==> config.mk <==
export PLATFORM = sky130hd
export DESIGN_NAME = ogr_fifo
export DESIGN_NICKNAME = d
export VERILOG_FILES = /design/src/ogr_pkg.sv /design/src/ogr_fifo.sv
export SDC_FILE = /design/constraint.sdc
export NUM_CORES = 1
export LEC_CHECK = 0
export BUFFER_PORTS_ARGS = -buffer_cell sky130_fd_sc_hd__buf_4
export CAP_MARGIN = 40
export CORE_ASPECT_RATIO = 0.7
export CORE_UTILIZATION = 50
export CTS_BUF_LIST = sky130_fd_sc_hd__clkbuf_8 sky130_fd_sc_hd__clkbuf_16
export CTS_CLUSTER_SIZE = 24
export DETAILED_ROUTE_END_ITERATION = 8
export PLACE_DENSITY = 0.76
export SYNTH_ARGS = -nofsm -noshare
export SYNTH_HDL_FRONTEND = slang
export SYNTH_SLANG_ARGS = --single-unit
==> constraint.sdc <==
create_clock -name clk -period 7.71 [get_ports clk]
set_clock_uncertainty 0.15 [all_clocks]
set_input_delay 1.1565 -clock clk [delete_from_list [all_inputs] [get_ports clk]]
set_output_delay 1.1565 -clock clk [all_outputs]
set_load 0.005 [all_outputs]
==> src/ogr_pkg.sv <==
// Shared constants, types and helper functions for the occupancy grid reprojection block.
// No dependencies; every other file refers to this package by scoped names.
`default_nettype none

package ogr_pkg;

    // Target store geometry
    localparam int MAX_DST_DIM = 256;
    localparam int MAX_SRC_DIM = 1024;
    localparam int COORD_W     = $clog2(MAX_DST_DIM);
    localparam int DIM_W       = COORD_W + 1;
    localparam int ADDR_W      = 2 * COORD_W;
    localparam int GRID_CELLS  = MAX_DST_DIM * MAX_DST_DIM;
    localparam int CELLS_W     = 2 * DIM_W;
    localparam int ROW_BASE_W  = COORD_W + DIM_W;

    // Field widths
    localparam int REQ_TYPE_W  = 2;
    localparam int SRC_IDX_W   = 10;
    localparam int VALUE_W     = 8;
    localparam int READ_IDX_W  = 16;
    localparam int STATUS_W    = 2;
    localparam int ORG_W       = 32;
    localparam int RES_W       = 31;
    localparam int CFG_DATA_W  = 32;
    localparam int CFG_INDEX_W = 3;

    // Arithmetic widths: products, offsets and the quotient search
    localparam int PROD_W      = SRC_IDX_W + 1 + RES_W;
    localparam int DIFF_W      = PROD_W + 2;
    localparam int REM_W       = DIFF_W - 1;
    localparam int DIVISOR_W   = RES_W + 1;
    localparam int QUO_W       = COORD_W + 1;
    localparam int DIV_STEPS   = QUO_W;
    localparam int STEP_CNT_W  = $clog2(DIV_STEPS + 1);
    localparam int DSH_W       = DIVISOR_W + COORD_W;

    // Command queue
    localparam int QUEUE_DEPTH = 2;
    localparam int QPTR_W      = $clog2(QUEUE_DEPTH);
    localparam int QLVL_W      = $clog2(QUEUE_DEPTH + 1);

    // Request type codes on the input channel (anything else is a read)
    localparam logic [REQ_TYPE_W-1:0] REQ_TYPE_CLEAR = 2'd0;
    localparam logic [REQ_TYPE_W-1:0] REQ_TYPE_CELL  = 2'd1;

    // Result status codes
    localparam logic [STATUS_W-1:0] STATUS_WRITTEN = 2'd0;
    localparam logic [STATUS_W-1:0] STATUS_DROPPED = 2'd1;
    localparam logic [STATUS_W-1:0] STATUS_READ    = 2'd2;
    localparam logic [STATUS_W-1:0] STATUS_CLEARED = 2'd3;

    // Configuration register indexes
    localparam logic [CFG_INDEX_W-1:0] CFG_SRC_ORIGIN_X = 3'd0;
    localparam logic [CFG_INDEX_W-1:0] CFG_SRC_ORIGIN_Y = 3'd1;
    localparam logic [CFG_INDEX_W-1:0] CFG_SRC_RES      = 3'd2;
    localparam logic [CFG_INDEX_W-1:0] CFG_DST_ORIGIN_X = 3'd3;
    localparam logic [CFG_INDEX_W-1:0] CFG_DST_ORIGIN_Y = 3'd4;
    localparam logic [CFG_INDEX_W-1:0] CFG_DST_RES      = 3'd5;
    localparam logic [CFG_INDEX_W-1:0] CFG_DST_WIDTH    = 3'd6;
    localparam logic [CFG_INDEX_W-1:0] CFG_DST_HEIGHT   = 3'd7;

    // Configuration reset values
    localparam logic [RES_W-1:0] RES_RESET = 31'd3277;
    localparam logic [DIM_W-1:0] DIM_RESET = DIM_W'(MAX_DST_DIM);

    // Occupancy values
    localparam logic signed [VALUE_W-1:0] OCC_THRESHOLD = 8'sd50;
    localparam logic signed [VALUE_W-1:0] VALUE_OCC     = 8'sd100;
    localparam logic signed [VALUE_W-1:0] VALUE_FREE    = 8'sd0;
    localparam logic signed [VALUE_W-1:0] VALUE_UNKNOWN = -8'sd1;

    typedef enum logic [1:0] {
        CELL_FREE,
        CELL_OCC,
        CELL_UNKNOWN
    } cell_code_t;

    typedef enum logic [1:0] {
        KIND_CLEAR,
        KIND_CELL,
        KIND_READ
    } req_kind_t;

    typedef enum logic [2:0] {
        BK_INIT_CLEAR,
        BK_IDLE,
        BK_CLEAR,
        BK_DIV,
        BK_READ,
        BK_EMIT
    } back_state_t;

    // Working configuration, saturated and ready for use
    typedef struct packed {
        logic [ORG_W-1:0]     so_x;
        logic [ORG_W-1:0]     so_y;
        logic [RES_W-1:0]     src_res;
        logic [ORG_W-1:0]     do_x;
        logic [ORG_W-1:0]     do_y;
        logic [DIVISOR_W-1:0] divisor;
        logic [DIM_W-1:0]     width;
        logic [DIM_W-1:0]     height;
    } cfg_t;

    // Classified command passed from the front end to the back end
    typedef struct packed {
        req_kind_t           kind;
        cell_code_t          code;
        logic                src_ok;
        logic [DIFF_W-1:0]   diff_x;
        logic [DIFF_W-1:0]   diff_y;
        logic [ADDR_W-1:0]   read_addr;
        logic                read_ok;
    } cmd_t;

    typedef struct packed {
        logic [STATUS_W-1:0] status;
        logic [COORD_W-1:0]  dst_col;
        logic [COORD_W-1:0]  dst_row;
        logic [VALUE_W-1:0]  out_value;
    } result_t;

    // Map a raw occupancy value onto occupied, unknown or free
    function automatic cell_code_t classify(input logic signed [VALUE_W-1:0] raw);
        cell_code_t code;
        if (raw >= OCC_THRESHOLD) begin
            code = CELL_OCC;
        end
        else if (raw == VALUE_UNKNOWN) begin
            code = CELL_UNKNOWN;
        end
        else begin
            code = CELL_FREE;
        end
        return code;
    endfunction

    // Expand a stored code back to its occupancy value
    function automatic logic signed [VALUE_W-1:0] decode_cell(input cell_code_t code);
        logic signed [VALUE_W-1:0] value;
        unique case (code)
            CELL_FREE: value = VALUE_FREE;
            CELL_OCC:  value = VALUE_OCC;
            default:   value = VALUE_UNKNOWN;
        endcase
        return value;
    endfunction

endpackage

`default_nettype wire

==> src/ogr_fifo.sv <==
// Two-entry command queue between the front end and the back end.
// Depends on ogr_pkg for the command type and depth.
`default_nettype none

module ogr_fifo (
    input  wire logic                    clk,
    input  wire logic                    rst_n,
    input  wire logic                    push_valid,
    output logic                         push_ready,
    input  wire ogr_pkg::cmd_t           push_data,
    output logic                         pop_valid,
    input  wire logic                    pop_ready,
    output ogr_pkg::cmd_t                pop_data,
    output logic [ogr_pkg::QLVL_W-1:0]   level
);

    ogr_pkg::cmd_t                entry_reg [ogr_pkg::QUEUE_DEPTH];
    logic [ogr_pkg::QPTR_W-1:0]   wr_ptr_reg;
    logic [ogr_pkg::QPTR_W-1:0]   rd_ptr_reg;
    logic [ogr_pkg::QLVL_W-1:0]   level_reg;
    logic                         push_fire;
    logic                         pop_fire;

    assign push_ready = level_reg != ogr_pkg::QLVL_W'(ogr_pkg::QUEUE_DEPTH);
    assign pop_valid  = level_reg != '0;
    assign pop_data   = entry_reg[rd_ptr_reg];
    assign level      = level_reg;
    assign push_fire  = push_valid && push_ready;
    assign pop_fire   = pop_valid && pop_ready;

    // Pointers and fill level
    always_ff @(posedge clk or negedge rst_n)
    begin
        if (!rst_n)
        begin
            wr_ptr_reg <= '0;
            rd_ptr_reg <= '0;
            level_reg  <= '0;
        end
        else
        begin
            if (push_fire)
            begin
                wr_ptr_reg <= (wr_ptr_reg == ogr_pkg::QPTR_W'(ogr_pkg::QUEUE_DEPTH - 1))
                            ? '0 : wr_ptr_reg + 1'b1;
            end
            if (pop_fire)
            begin
                rd_ptr_reg <= (rd_ptr_reg == ogr_pkg::QPTR_W'(ogr_pkg::QUEUE_DEPTH - 1))
                            ? '0 : rd_ptr_reg + 1'b1;
            end
            unique case ({push_fire, pop_fire})
                2'b10:   level_reg <= level_reg + 1'b1;
                2'b01:   level_reg <= level_reg - 1'b1;
                default: level_reg <= level_reg;
            endcase
        end
    end

    // Entry storage
    always_ff @(posedge clk)
    begin
        if (push_fire)
        begin
            entry_reg[wr_ptr_reg] <= push_data;
        end
    end

endmodule

`default_nettype wire

# Yosys cells after proc, flatten, opt, wreduce, memory -nomap -nowiden
# Memory sizes are Yosys's and may differ from the RTL's.
# Cells that the tools add are included.
[word_totals]
output_inout_bits = 114
memories = 1
in_bits = 114
regBits = 4
wordCells = 20
ramBits = 220
[classes]
n_addsub = 4
n_eq_ne = 3
n_mux = 5
n_reduce_logical = 4
[memory_table]
columns = ["name", "depth", "width", "rd", "rd_ports_with_merged_regs", "write_ports", "line_no", "text"]
rows = [
  ["entry_reg", 2, 110, 1, 0, 1, "ogr_fifo.sv:17", "ogr_pkg::cmd_t entry_reg [ogr_pkg::QUEUE_DEPTH];"],
]
[ops]
columns = ["cell", "n"]
rows = [
  ["$mux W1", 4],
  ["$pmux W2 S2", 1],
  ["$reduce_bool A2 Y1", 2],
  ["$add A1 B1 Y1 const B", 2],
  ["$add A2 B1 Y2 const B", 1],
  ["$eq A2 B1 Y1 const B", 1],
  ["$eq A2 B2 Y1 const B", 1],
  ["$logic_and A1 B1 Y1", 2],
  ["$ne A2 B2 Y1 const B", 1],
  ["$sub A2 B1 Y2 const B", 1],
]

# Depth between registers and ports, before layout
[depth]
depth_word = 4
mapped_depth = 6
ltp_nobuf = 6

# Worst setup path before layout
# OpenSTA, ideal clock, no wires.
[synth_path]
kind = "input-to-reg"
start = "input push_valid"
end = "memory entry_reg[0][0] in the netlist's numbering, enable pin"
cell_stages = 2
required_time_ns = 6.980
arrival_ns = 5.826
setup_ns = 0.580
n_path_buf = 0
slack_ns = 1.154
cell_sequence = "nand2_1 nor2_1"
[synth_between]
elab_chain_cells = 3
[synth_lines]
columns = ["element", "line_no", "text"]
rows = [
  ["start, declared", "ogr_fifo.sv:8", "input wire logic push_valid,"],
  ["$logic_and A1 B1 Y1", "ogr_fifo.sv:28", "assign push_fire = push_valid && push_ready;"],
  ["$mux W1", "ogr_fifo.sv:63", "if (push_fire)"],
  ["$mux W1 (implied by the code)", "ogr_fifo.sv:65", "entry_reg[wr_ptr_reg] <= push_data;"],
  ["end, declared", "ogr_fifo.sv:17", ""],
]
# Every way passes these cells.

==> flow_summary.yaml <==
drt:
  wirelength_mm: 15.4
  drc: 0
  drtPass1Iterations: 4
  viasPerCell: 4.96
  antenna_left: 0
  wl_per_cell_um: 18.4
  via_count: 4150
  drt_iter0_markers: 198
clock_network:
  clk_root_buffer_cell: "clkbuf_16"
  cts.repair.resized: 0
  cts_hold_buf: 0
  clk_path_buf_depth: 3
  htreeDepth: 1
  cts.sinks: 224
  post_cts_buffers: 0
  cts_made_buffers: 21
  clk_pin_slew_ns: 0.06
  tritoncts: "done"
  clk_latency_ns: 0.49
sta:
  finalSetupViolations: 0
  finalCritPeriodShare: 0.530
  hold_violations: 0
  finalWorstSetupSlack_ns: 3.62
  finalMaxSlewViolations: 0
  worst_pin_slew_ns: 0.880
  max_slew_margin: 0.413
  rsz0062_at_grt: "no"
  fmax_mhz: 245
  fin_setup_tns_ns: 0
  post-route-min-period_ns: 4.09
synthesis:
  yosysUniqueCellTypes: 14
  avgSynthCellArea_um2: 22.7
  yosys_warnings: 0
  synth_area_um2: 8160
  synth_top_area_frac: 0.809
  ys_ff_latch: 224
  syn_nets: 474
  yosys.area.top_type: "edfxtp_1"
  synthTopCellsByArea: "edfxtp_1 81%, mux2_2 15%, buf_6 1.4%, dfrtp_1 1.2%, xnor2_1 0.32%"
  seq_area_frac_synth: 0.822
  syn_inst: 359
final_layout:
  antenna_cells: 0
  drive_above_1_share: 0.609
  fin_util: 0.681
  largest_reg_flops: 220
  nNetsFinal: 716
  syn2layout_area_growth_pct: 31.3
  mostFrequentLayoutCells: "231 x buf_4, 220 x edfxtp_1, 110 x mux2_2"
  final_common_cell: "buf_4"
power:
  ir_worst_vdd_v: 0.000222
  p_total_mw: 3.89
  p_leak_nw: 4.02
  p_per_area_nw_per_um2: 363
global_routing:
  grt_util_all_layers: 0.180
  grt_pass1_vias: 4216
  antenna_found_initial: 0
  grt_pass1_wl_mm: 22.7
  grt_max_degree: 66
  overflow: 0
die:
  rows: 38
  die_w_um: 155
  coreArea_um2: 15700
  start_util: 0.519
  die_h_um: 109
  ioPinCount: 228
  dieArea_um2: 16800
critical_path:
  critPathLaunchType: "flop"
  cp.arrival_ns: 2.78
  crit_type: "flop to primary output"
  crit_path_max_fanout: 64
  worstSetupEndpointType: "primary output"
  critPathRequiredTime_ns: 6.40
worst_hold_path:
  hp-class: "input pin to async pin"
placed_design:
  dp_slack_ns: 4.14
  place_hpwl_mm: 10.2
  numPortBuffers: 227
  globalplace.congestion: 0.779
job:
  max_cap_viol_count: 0
run_status:
  status: "complete, no violations"
-- cells in the mapped netlist (all sizes together) --
master,n
and2,1
and3,1
buf,12
dfrtp,4
edfxtp,220
ha,1
mux2,110
nand2,1
nand2b,1
nor2,2
or2,1
xnor2,3
xor2,2
-- per-layer routing --
layer,vias up,track usage,part of all wire
li1,1901,-,-
met3,22,0.0656,0.095
met2,175,0.284,0.46
met5,-,0,0
met1,2052,0.239,0.42
met4,0,0.0481,0.019
-- metrics by stage --
stage          hold slack, ns  cell area, µm²  cells
2_1_floorplan           0.311            8160    359
3_3_place_gp            0.345           10100    798
3_5_place_dp            0.366           10100    798
4_1_cts                 0.284           10700    836
5_1_grt                 0.284           10700    836
6_report                0.305           10700    836
-- worst paths after layout --
kind | end | depth (start not counted) | slack (ns) | start
setup / recovery | pop_data[91] | 3 | 3.62 | rd_ptr_reg$_DFFE_PN0P_
hold / removal | level[0]$_DFFE_PN0P_ | 1 | 0.31 | rst_n
setup reg to reg | entry_reg[1][103]$_DFFE_PP_ | 3 | 4.99 | level[0]$_DFFE_PN0P_
hold reg to reg | level[1]$_DFFE_PN0P_ | 1 | 0.38 | level[1]$_DFFE_PN0P_
max in group asynchronous | rd_ptr_reg$_DFFE_PN0P_ | 1 | 6.99 | rst_n
min in group clk | level[1]$_DFFE_PN0P_ | 1 | 0.38 | level[1]$_DFFE_PN0P_
-- area by class of cell --
class / count / area [µm²]
timing repair buffer: 231 / 1730
clock buffer: 21 / 526
sequential: 224 / 6710
fill: 1070 / 5020
multi-input combinational: 123 / 1350
tap: 220 / 275
clock inverter: 17 / 128
-- critical path, cell delays in order (launching register included) --
cell	delay, ns
dfrtp_4	0.84
buf_4	0.74
mux2_2	0.45
buf_4	0.14
-- report_power, final --
| group | internal (mW) | switching [mW] | leakage [nW] |
|---|---|---|---|
| clock network | 0.563 | 0.411 | 0.344 |
| registers | 1.67 | 0.112 | 2.09 |
| logic | 0.645 | 0.486 | 1.59 |
| total | 2.88 | 1.01 | 4.02 |
-- kinds of logic (layout without fill, tap and decap cells) --
kind of cell,after synthesis,after routing,synth area share
XOR/XNOR,5,5,0.00537
adder cells (fa/ha/maj),1,1,0.00153
buffers and inverters,12,269,0.0150
flip-flops,224,224,0.822
multiplexers,110,110,0.152
AND/OR/NAND/NOR,7,7,0.00475
Power figures use the tool's default switching activity.
