==> src/ogr_pkg.sv <==
// Shared constants, types and helper functions for the occupancy grid reprojection block.
// No dependencies; every other file refers to this package by scoped names.
`default_nettype none

package ogr_pkg;

    // Target store geometry
    localparam int MAX_DST_DIM = 256;
    localparam int MAX_SRC_DIM = 1024;
    localparam int COORD_W     = $clog2(MAX_DST_DIM);
    localparam int DIM_W       = COORD_W + 1;
    localparam int ADDR_W      = 2 * COORD_W;
    localparam int GRID_CELLS  = MAX_DST_DIM * MAX_DST_DIM;
    localparam int CELLS_W     = 2 * DIM_W;
    localparam int ROW_BASE_W  = COORD_W + DIM_W;

    // Field widths
    localparam int REQ_TYPE_W  = 2;
    localparam int SRC_IDX_W   = 10;
    localparam int VALUE_W     = 8;
    localparam int READ_IDX_W  = 16;
    localparam int STATUS_W    = 2;
    localparam int ORG_W       = 32;
    localparam int RES_W       = 31;
    localparam int CFG_DATA_W  = 32;
    localparam int CFG_INDEX_W = 3;

    // Arithmetic widths: products, offsets and the quotient search
    localparam int PROD_W      = SRC_IDX_W + 1 + RES_W;
    localparam int DIFF_W      = PROD_W + 2;
    localparam int REM_W       = DIFF_W - 1;
    localparam int DIVISOR_W   = RES_W + 1;
    localparam int QUO_W       = COORD_W + 1;
    localparam int DIV_STEPS   = QUO_W;
    localparam int STEP_CNT_W  = $clog2(DIV_STEPS + 1);
    localparam int DSH_W       = DIVISOR_W + COORD_W;

    // Command queue
    localparam int QUEUE_DEPTH = 2;
    localparam int QPTR_W      = $clog2(QUEUE_DEPTH);
    localparam int QLVL_W      = $clog2(QUEUE_DEPTH + 1);

    // Request type codes on the input channel (anything else is a read)
    localparam logic [REQ_TYPE_W-1:0] REQ_TYPE_CLEAR = 2'd0;
    localparam logic [REQ_TYPE_W-1:0] REQ_TYPE_CELL  = 2'd1;

    // Result status codes
    localparam logic [STATUS_W-1:0] STATUS_WRITTEN = 2'd0;
    localparam logic [STATUS_W-1:0] STATUS_DROPPED = 2'd1;
    localparam logic [STATUS_W-1:0] STATUS_READ    = 2'd2;
    localparam logic [STATUS_W-1:0] STATUS_CLEARED = 2'd3;

    // Configuration register indexes
    localparam logic [CFG_INDEX_W-1:0] CFG_SRC_ORIGIN_X = 3'd0;
    localparam logic [CFG_INDEX_W-1:0] CFG_SRC_ORIGIN_Y = 3'd1;
    localparam logic [CFG_INDEX_W-1:0] CFG_SRC_RES      = 3'd2;
    localparam logic [CFG_INDEX_W-1:0] CFG_DST_ORIGIN_X = 3'd3;
    localparam logic [CFG_INDEX_W-1:0] CFG_DST_ORIGIN_Y = 3'd4;
    localparam logic [CFG_INDEX_W-1:0] CFG_DST_RES      = 3'd5;
    localparam logic [CFG_INDEX_W-1:0] CFG_DST_WIDTH    = 3'd6;
    localparam logic [CFG_INDEX_W-1:0] CFG_DST_HEIGHT   = 3'd7;

    // Configuration reset values
    localparam logic [RES_W-1:0] RES_RESET = 31'd3277;
    localparam logic [DIM_W-1:0] DIM_RESET = DIM_W'(MAX_DST_DIM);

    // Occupancy values
    localparam logic signed [VALUE_W-1:0] OCC_THRESHOLD = 8'sd50;
    localparam logic signed [VALUE_W-1:0] VALUE_OCC     = 8'sd100;
    localparam logic signed [VALUE_W-1:0] VALUE_FREE    = 8'sd0;
    localparam logic signed [VALUE_W-1:0] VALUE_UNKNOWN = -8'sd1;

    typedef enum logic [1:0] {
        CELL_FREE,
        CELL_OCC,
        CELL_UNKNOWN
    } cell_code_t;

    typedef enum logic [1:0] {
        KIND_CLEAR,
        KIND_CELL,
        KIND_READ
    } req_kind_t;

    typedef enum logic [2:0] {
        BK_INIT_CLEAR,
        BK_IDLE,
        BK_CLEAR,
        BK_DIV,
        BK_READ,
        BK_EMIT
    } back_state_t;

    // Working configuration, saturated and ready for use
    typedef struct packed {
        logic [ORG_W-1:0]     so_x;
        logic [ORG_W-1:0]     so_y;
        logic [RES_W-1:0]     src_res;
        logic [ORG_W-1:0]     do_x;
        logic [ORG_W-1:0]     do_y;
        logic [DIVISOR_W-1:0] divisor;
        logic [DIM_W-1:0]     width;
        logic [DIM_W-1:0]     height;
    } cfg_t;

    // Classified command passed from the front end to the back end
    typedef struct packed {
        req_kind_t           kind;
        cell_code_t          code;
        logic                src_ok;
        logic [DIFF_W-1:0]   diff_x;
        logic [DIFF_W-1:0]   diff_y;
        logic [ADDR_W-1:0]   read_addr;
        logic                read_ok;
    } cmd_t;

    typedef struct packed {
        logic [STATUS_W-1:0] status;
        logic [COORD_W-1:0]  dst_col;
        logic [COORD_W-1:0]  dst_row;
        logic [VALUE_W-1:0]  out_value;
    } result_t;

    // Map a raw occupancy value onto occupied, unknown or free
    function automatic cell_code_t classify(input logic signed [VALUE_W-1:0] raw);
        cell_code_t code;
        if (raw >= OCC_THRESHOLD) begin
            code = CELL_OCC;
        end
        else if (raw == VALUE_UNKNOWN) begin
            code = CELL_UNKNOWN;
        end
        else begin
            code = CELL_FREE;
        end
        return code;
    endfunction

    // Expand a stored code back to its occupancy value
    function automatic logic signed [VALUE_W-1:0] decode_cell(input cell_code_t code);
        logic signed [VALUE_W-1:0] value;
        unique case (code)
            CELL_FREE: value = VALUE_FREE;
            CELL_OCC:  value = VALUE_OCC;
            default:   value = VALUE_UNKNOWN;
        endcase
        return value;
    endfunction

endpackage

`default_nettype wire

==> src/ogr_if.sv <==
// Valid/ready channel interfaces for requests and results of the grid reprojection block.
// Depends on ogr_pkg for the field widths.
`default_nettype none

interface ogr_req_if;
    logic                                     valid;
    logic                                     ready;
    logic [ogr_pkg::REQ_TYPE_W-1:0]           req_type;
    logic [ogr_pkg::SRC_IDX_W-1:0]            src_col;
    logic [ogr_pkg::SRC_IDX_W-1:0]            src_row;
    logic signed [ogr_pkg::VALUE_W-1:0]       cell_value;
    logic [ogr_pkg::READ_IDX_W-1:0]           read_index;

    modport source (
        output valid, req_type, src_col, src_row, cell_value, read_index,
        input  ready
    );
    modport sink (
        input  valid, req_type, src_col, src_row, cell_value, read_index,
        output ready
    );
endinterface


`default_nettype wire

==> src/ogr_front.sv <==
// Front end: accepts requests, classifies them and computes the doubled world offsets.
// Depends on ogr_pkg and ogr_req_if.
`default_nettype none

module ogr_front (
    input  wire logic           clk,
    input  wire logic           rst_n,
    ogr_req_if.sink             req,
    input  wire ogr_pkg::cfg_t  cfg,
    input  wire logic           init_done,
    output logic                push_valid,
    input  wire logic           push_ready,
    output ogr_pkg::cmd_t       push_data
);

    // Stage A: captured request
    logic                                a_valid_reg;
    ogr_pkg::req_kind_t                  a_kind_reg;
    ogr_pkg::cell_code_t                 a_code_reg;
    logic [ogr_pkg::SRC_IDX_W-1:0]       a_col_reg;
    logic [ogr_pkg::SRC_IDX_W-1:0]       a_row_reg;
    logic [ogr_pkg::READ_IDX_W-1:0]      a_ridx_reg;

    // Stage B: products and grid size
    logic                                b_valid_reg;
    ogr_pkg::req_kind_t                  b_kind_reg;
    ogr_pkg::cell_code_t                 b_code_reg;
    logic                                b_src_ok_reg;
    logic [ogr_pkg::PROD_W-1:0]          b_prod_x_reg;
    logic [ogr_pkg::PROD_W-1:0]          b_prod_y_reg;
    logic [ogr_pkg::READ_IDX_W-1:0]      b_ridx_reg;
    logic [ogr_pkg::CELLS_W-1:0]         b_cells_reg;

    logic                                accept;
    logic                                a_move;
    logic                                b_free;
    ogr_pkg::req_kind_t                  kind_next;
    logic [ogr_pkg::SRC_IDX_W:0]         odd_x;
    logic [ogr_pkg::SRC_IDX_W:0]         odd_y;
    logic [ogr_pkg::PROD_W-1:0]          prod_x;
    logic [ogr_pkg::PROD_W-1:0]          prod_y;
    logic [ogr_pkg::CELLS_W-1:0]         cells;
    logic                                src_ok;
    logic [ogr_pkg::DIFF_W-1:0]          twice_so_x;
    logic [ogr_pkg::DIFF_W-1:0]          twice_so_y;
    logic [ogr_pkg::DIFF_W-1:0]          twice_do_x;
    logic [ogr_pkg::DIFF_W-1:0]          twice_do_y;

    // Handshake: advance when the next stage is free
    assign b_free     = !b_valid_reg || push_ready;
    assign a_move     = a_valid_reg && b_free;
    assign req.ready  = (!a_valid_reg || b_free) && init_done;
    assign accept     = req.valid && req.ready;
    assign push_valid = b_valid_reg;

    // Decode the request type; unused codes read
    always_comb
    begin
        priority if (req.req_type == ogr_pkg::REQ_TYPE_CLEAR)
        begin
            kind_next = ogr_pkg::KIND_CLEAR;
        end
        else if (req.req_type == ogr_pkg::REQ_TYPE_CELL)
        begin
            kind_next = ogr_pkg::KIND_CELL;
        end
        else
        begin
            kind_next = ogr_pkg::KIND_READ;
        end
    end

    // Scaled cell centers: (2*index + 1) * src_resolution
    assign odd_x  = {a_col_reg, 1'b1};
    assign odd_y  = {a_row_reg, 1'b1};
    assign prod_x = ogr_pkg::PROD_W'(odd_x) * ogr_pkg::PROD_W'(cfg.src_res);
    assign prod_y = ogr_pkg::PROD_W'(odd_y) * ogr_pkg::PROD_W'(cfg.src_res);
    assign cells  = ogr_pkg::CELLS_W'(cfg.width) * ogr_pkg::CELLS_W'(cfg.height);
    assign src_ok = (32'(a_col_reg) < 32'(ogr_pkg::MAX_SRC_DIM))
                 && (32'(a_row_reg) < 32'(ogr_pkg::MAX_SRC_DIM));

    // Doubled origins, sign extended
    assign twice_so_x = {{(ogr_pkg::DIFF_W-ogr_pkg::ORG_W-1){cfg.so_x[ogr_pkg::ORG_W-1]}},
                         cfg.so_x, 1'b0};
    assign twice_so_y = {{(ogr_pkg::DIFF_W-ogr_pkg::ORG_W-1){cfg.so_y[ogr_pkg::ORG_W-1]}},
                         cfg.so_y, 1'b0};
    assign twice_do_x = {{(ogr_pkg::DIFF_W-ogr_pkg::ORG_W-1){cfg.do_x[ogr_pkg::ORG_W-1]}},
                         cfg.do_x, 1'b0};
    assign twice_do_y = {{(ogr_pkg::DIFF_W-ogr_pkg::ORG_W-1){cfg.do_y[ogr_pkg::ORG_W-1]}},
                         cfg.do_y, 1'b0};

    // Build the queue entry from stage B
    always_comb
    begin
        push_data.kind      = b_kind_reg;
        push_data.code      = b_code_reg;
        push_data.src_ok    = b_src_ok_reg;
        push_data.diff_x    = twice_so_x + ogr_pkg::DIFF_W'(b_prod_x_reg) - twice_do_x;
        push_data.diff_y    = twice_so_y + ogr_pkg::DIFF_W'(b_prod_y_reg) - twice_do_y;
        push_data.read_addr = ogr_pkg::ADDR_W'(b_ridx_reg);
        push_data.read_ok   = ogr_pkg::CELLS_W'(b_ridx_reg) < b_cells_reg;
    end

    // Stage valid bits
    always_ff @(posedge clk or negedge rst_n)
    begin
        if (!rst_n)
        begin
            a_valid_reg <= 1'b0;
            b_valid_reg <= 1'b0;
        end
        else
        begin
            if (accept)
            begin
                a_valid_reg <= 1'b1;
            end
            else if (a_move)
            begin
                a_valid_reg <= 1'b0;
            end
            if (a_move)
            begin
                b_valid_reg <= 1'b1;
            end
            else if (push_ready)
            begin
                b_valid_reg <= 1'b0;
            end
        end
    end

    // Stage payloads
    always_ff @(posedge clk)
    begin
        if (accept)
        begin
            a_kind_reg <= kind_next;
            a_code_reg <= ogr_pkg::classify(req.cell_value);
            a_col_reg  <= req.src_col;
            a_row_reg  <= req.src_row;
            a_ridx_reg <= req.read_index;
        end
        if (a_move)
        begin
            b_kind_reg   <= a_kind_reg;
            b_code_reg   <= a_code_reg;
            b_src_ok_reg <= src_ok;
            b_prod_x_reg <= prod_x;
            b_prod_y_reg <= prod_y;
            b_ridx_reg   <= a_ridx_reg;
            b_cells_reg  <= cells;
        end
    end

endmodule

`default_nettype wire

==> src/flat_wrapper.sv <==
// flat-port wrapper written by rule: the top's interface ports become plain ports
module ogr_front_flat 
  (clk, rst_n, cfg, init_done, push_valid, push_ready, push_data, req_valid, req_req_type, req_src_col, req_src_row, req_cell_value, req_read_index, req_ready);
  ogr_req_if req_i ();
  input  wire logic clk;
  input  wire logic rst_n;
  input  wire ogr_pkg::cfg_t cfg;
  input  wire logic init_done;
  output logic push_valid;
  input  wire logic push_ready;
  output ogr_pkg::cmd_t push_data;
  input wire logic [$bits(req_i.valid)-1:0] req_valid;
  input wire logic [$bits(req_i.req_type)-1:0] req_req_type;
  input wire logic [$bits(req_i.src_col)-1:0] req_src_col;
  input wire logic [$bits(req_i.src_row)-1:0] req_src_row;
  input wire logic [$bits(req_i.cell_value)-1:0] req_cell_value;
  input wire logic [$bits(req_i.read_index)-1:0] req_read_index;
  output wire logic [$bits(req_i.ready)-1:0] req_ready;
  assign req_i.valid = req_valid;
  assign req_i.req_type = req_req_type;
  assign req_i.src_col = req_src_col;
  assign req_i.src_row = req_src_row;
  assign req_i.cell_value = req_cell_value;
  assign req_i.read_index = req_read_index;
  assign req_ready = req_i.ready;
  ogr_front u_core (.clk(clk), .rst_n(rst_n), .req(req_i), .cfg(cfg), .init_done(init_done), .push_valid(push_valid), .push_ready(push_ready), .push_data(push_data));
endmodule
==> config.mk <==
export PLATFORM = sky130hd
export DESIGN_NAME = ogr_front_flat
export DESIGN_NICKNAME = d
export VERILOG_FILES = /design/src/ogr_pkg.sv /design/src/ogr_if.sv /design/src/ogr_front.sv /design/src/flat_wrapper.sv
export SDC_FILE = /design/constraint.sdc
export NUM_CORES = 2
export LEC_CHECK = 0
export BUFFER_PORTS_ARGS = -buffer_cell sky130_fd_sc_hd__buf_2
export CAP_MARGIN = 0
export CORE_MARGIN = 4
export CORE_UTILIZATION = 40
export CTS_BUF_LIST = sky130_fd_sc_hd__clkbuf_2
export DETAILED_ROUTE_END_ITERATION = 7
export GPL_ROUTABILITY_DRIVEN = 0
export PLACE_DENSITY = 0.67
export SYNTH_ARGS = -nofsm -noshare
export SYNTH_HDL_FRONTEND = slang
export SYNTH_SLANG_ARGS = --single-unit
==> constraint.sdc <==
create_clock -name clk -period 8.8 [get_ports clk]
set_clock_uncertainty 0.2 [all_clocks]
set_input_delay 0.44 -clock clk [delete_from_list [all_inputs] [get_ports clk]]
set_output_delay 0.44 -clock clk [all_outputs]
set_load 0.1 [all_outputs]
Yosys cells after proc, flatten, opt, wreduce, memory -nomap -nowiden --
Index checks and enable logic that the tools add are counted.
Word-level totals: flip-flop bits (word level) 164, input bits 260, logic and storage cells 40, output and inout port bits 112
Cells by class: add/sub/neg operators 4, multiplexer cells 6, eq/ne operators 2, order comparisons 2, multiply operators 3, reduce and logical (&&, ||, !) cells 10
Operator list (count):
- $add A33 B43 Y44 | 2
- $sub A44 B44 Y44 | 2
- $mul A11 B31 Y42 | 2
- $lt A16 B18 Y1 | 1
- $mul A9 B9 Y18 | 1
- $eq A8 B1 Y1 const B | 1
- $ge A8 B7 Y1 const B | 1
- $mux W1 | 4
- $mux W2 | 2
- $reduce_bool A2 Y1 | 2
- $logic_and A1 B1 Y1 | 3
- $eq A2 B1 Y1 const B | 1
- $logic_not A1 Y1 | 2
- $logic_not A2 Y1 | 1
- $logic_or A1 B1 Y1 | 2

Depth between registers and ports, before layout --
depth after elaboration 6, depth in mapped cells 23, depth with buffers taken out 21

Worst setup path before layout --
OpenSTA, ideal clock, no wires.
path type register -> register, start point reg u_core.b_valid_reg, in the netlist u_core.push_valid, end point reg u_core.b_cells_reg[0] (netlist name), enable pin, arrival 6404 ps, slack 1579 ps, stages on the path, launching flop included 3, clock period less this slack 7221 ps, path buffers 0, setup time 617 ps, data required time 7983 ps, cells stage by stage dfrtp_1 > nor2b_1 > nor2b_1
Between the ends: longest elaborated chain between the ends 3
RTL lines:
- start: declaration | line ogr_front.sv:25 | logic b_valid_reg;
- start signal: assignment | line ogr_front.sv:110 | b_valid_reg <= 1'b0;
- start signal: assignment | line ogr_front.sv:124 | b_valid_reg <= 1'b1;
- start signal: assignment | line ogr_front.sv:128 | b_valid_reg <= 1'b0;
- $logic_not A1 Y1 | line ogr_front.sv:50 | assign b_free = !b_valid_reg || push_ready;
- $logic_or A1 B1 Y1 | line ogr_front.sv:50
- $logic_and A1 B1 Y1 | line ogr_front.sv:51 | assign a_move = a_valid_reg && b_free;
- named net u_core.a_move | line ogr_front.sv:35 | logic a_move;
- end signal: assignment | line ogr_front.sv:152 | b_cells_reg <= cells;
- end: declaration | line ogr_front.sv:32 | logic [ogr_pkg::CELLS_W-1:0] b_cells_reg;
The timed path passes the listed nets, and every way through them passes these cells. A chain may end at the register's enable or synchronous reset.

Worst setup path after layout --
start point reg u_core.a_col_reg[2] (netlist name), end point reg u_core.b_prod_x_reg[40] (netlist name), data pin
Between the ends: longest elaborated chain between the ends 1
RTL lines:
- start: declaration | line ogr_front.sv:20 | logic [ogr_pkg::SRC_IDX_W-1:0] a_col_reg;
- start signal: assignment | line ogr_front.sv:140 | a_col_reg <= req.src_col;
- $mul A11 B31 Y42 | line ogr_front.sv:76 | assign prod_x = ogr_pkg::PROD_W'(odd_x) * ogr_pkg::PROD_W'(cfg.src_res);
- named net u_core.prod_x, one bit | line ogr_front.sv:40 | logic [ogr_pkg::PROD_W-1:0] prod_x;
- end signal: assignment | line ogr_front.sv:149 | b_prod_x_reg <= prod_x;
- end: declaration | line ogr_front.sv:29 | logic [ogr_pkg::PROD_W-1:0] b_prod_x_reg;
The timed path passes the listed nets, and every way through them passes these cells.

==> reports/metrics.cfg <==
[die]
ioPinCount=372
start_util_pct=40.52
die_y_um=308.1
core_area_um2=88920
dieWidth_um=308.1
dieArea_um2=94950
fp-row-count=109

[logic_synthesis]
ys_seq_elements=163
seq_area_frac_synth_pct=13.56
synth_cell_types=70
syn-num-nets=5231
synth_common_cells=inv_1 (961), fa_1 (656), nand2_1 (514), ha_1 (299), and2_1 (280)
syn-instance-count=4016
async_flop_share_pct=1.227
synth.most_common_cell=inv_1
yosys.area.top_type=fa_1
synthesis.area_um2=36030
synth_edf_count=161
synth_ff_type=edfxtp_1
synth.avg_cell_area_um2=8.972
synth_top_area_share_pct=36.45
ys_warn_count=0
ys_top_cells_by_area=fa_1 (36%), edfxtp_1 (13%), ha_1 (10%), inv_1 (10%), nand2_1 (5.4%)

[final_layout]
post-route-util_pct=45.18
nNetsFinal=5550
largest_register_ff_count=42
instances_no_fill=5527
syn_to_final_growth_pct=11.49
drive_above_1_share_pct=9.729
fill_cells=8586

[setup_path]
crit_path_top_delay_cell=edfxtp_1
critPathCaptureType=flip-flop
cp.arrival_ns=7.85
timing.rr.end=u_core.b_prod_x_reg[40]$_DFFE_PP_
ff2ff_path_depth=20
required_ns=9.51
start_kind=flip-flop
rrSetupSlack_ns=1.65
crit_chain=buf_4 > nand2_1 > fa_1 > inv_1 > fa_1 > fa_1 > fa_1 > inv_1 > fa_1 > inv_1 > ha_1 > nand2_1 > a211o_1 > a31oi_1 > o21ai_0 > buf_4 > o221a_2 > nor3_1 > a311oi_1 > xnor2_1
cpMostUsedCell=fa_1
r2r-start=u_core.a_col_reg[2]$_DFFE_PP_
slowest_delay_ns=0.89
critPathMaxFanout=17
path_class=reg2reg

[cts]
htreeDepth=4
numCtsBuffers=17
cts_setup_buffers=0
hold_buffers=112
clkSinkCount=163
cts_resized=0
clock-root-buffer=clkbuf_2
max-clock-path-buffers=2
tritoncts=built
clkSlewWorstSetupHoldPaths_ns=0.34
clkLatencyLatePin_ns=1.12

[timing]
clock.fmax_ghz=0.1399
finalSetupTns_ns=0
setup_viol=0
finalCritPeriodShare_pct=81.23
layout_min_cycle_time_ns=7.148
hold_viol=0
relSlewSlack_pct=18.70
worst_pin_slew_ns=1.219
slew_viol_final=0
rsz0062_at_grt=no

[detailed_routing]
wl_met2_um=44830
first_pass_iters=5
avgViaCountPerCell=5.002
num_vias=27650
wirelength_um=92490
drt-initial-drc-count=1566
top_layer=met5
ant_nets=0
remaining_drc_errors=0
met1_length_um=38550
post_drt_wl_per_cell_um=16.73
dr_wl_met3_um=5648

[placed_design]
io_buffers=338
dpl.cell_count=5369
dpl.hpwl_um=73460

[min_path]
worstHoldStart=init_done
hp-class=in2reg
min_path_cells=4
worstHoldEndpoint=u_core.a_col_reg[4]$_DFFE_PP_

[job]
maxCapViolations=0

[global_route]
grt_pass1_wl_um=150700
grt_pass1_vias=28990
grt_max_degree=62
grt_usage_pct=20.02
antenna_found_initial=13
overflow=0

[outcome]
status=completed

[kinds of logic after synthesis]
logic type / Yosys count / share of synthesized area (%)
buffers and inverters: 1141 / 11.92
AND/OR/NAND/NOR: 1057 / 13.99
adder cells (fa/ha/maj): 955 / 46.83
AO/OA/AOI/OAI: 543 / 9.903
flip-flops: 163 / 13.56
XOR/XNOR: 156 / 3.792
other: 1 / 0.01041
[how the worst max path moves through the flow]
| stage | to | slack [ns] | from |
|---|---|---|---|
| 2_1_floorplan | u_core.b_cells_reg[0]$_DFFE_PP_ | 1.58 | u_core.push_valid$_DFFE_PN0P_ |
| 6_report | u_core.b_prod_x_reg[40]$_DFFE_PP_ | 1.65 | u_core.a_col_reg[2]$_DFFE_PP_ |
| 5_1_grt | u_core.b_prod_x_reg[40]$_DFFE_PP_ | 1.46 | u_core.a_col_reg[2]$_DFFE_PP_ |
| 4_1_cts | u_core.b_prod_x_reg[40]$_DFFE_PP_ | 1.67 | u_core.a_col_reg[2]$_DFFE_PP_ |
| 3_3_place_gp | u_core.b_prod_x_reg[40]$_DFFE_PP_ | 1.80 | cfg[123] |
| 3_5_place_dp | u_core.b_prod_x_reg[40]$_DFFE_PP_ | 1.78 | cfg[121] |
[placed cells by master (no fill, tap or decap), types with 7 or more instances in the layout]
cell type        n
nand2b_1        17
ha_1           299
nand4_1         30
o31ai_1          7
diode_2         14
nor2_1          94
and3_1          15
o21a_1          19
nand2_1        514
edfxtp_1       161
clkbuf_2        17
o211ai_1        12
and2_1         279
fa_1           656
xor2_1          53
a21boi_0         7
inv_1          961
a211oi_1        21
o31a_1           7
xnor2_1        103
buf_4           30
a21oi_1        158
a31oi_1         24
nand3_1         34
dlygate4sd3_1  112
a21o_1         118
o21bai_1        13
nor3_1          21
o21ai_0         95
buf_2          338
nor2b_1         25
or3_1            7
[layer usage]
metal  track usage, %  up-vias
met1            25.86    13710
met5                0        -
li1                 -    12980
met2            33.72      814
met3            3.481      148
met4            7.662        4
[metrics by stage]
step	setup slack [ns]	area, µm²	hold slack, ns
CTS	1.671	40140	0.009161
floorplan	1.579	36030	-0.05559
global placement	1.805	38730	0.02606
detailed placement	1.775	38730	0.02928
global route	1.457	40160	0.09066
finish	1.652	40170	0.1782
[cell type report]
class,count,area (µm²),area share [%]
antenna,14,35.03,0.08721
clock buffer,17,85.08,0.2118
clock inverter,15,201.4,0.5014
inverter,961,3607,8.979
multi-input combinational,2712,26860,66.87
sequential,163,4885,12.16
tap,1165,1458,3.628
timing repair buffer,480,3038,7.562
[critical path, delay by kind of cell, from the launching register on]
| kind | cells | cell delay [ns] |
|---|---|---|
| fa+ha+maj | 6 | 2.97 |
| flops | 1 | 0.89 |
| buf+inv | 5 | 0.74 |
| xor+xnor | 1 | 0.16 |
| simple gates | 3 | 0.73 |
| compound gates | 5 | 1.26 |
Power is not shown: default switching activity piles up to over one toggle a cycle in this logic, so the estimate is an artifact.
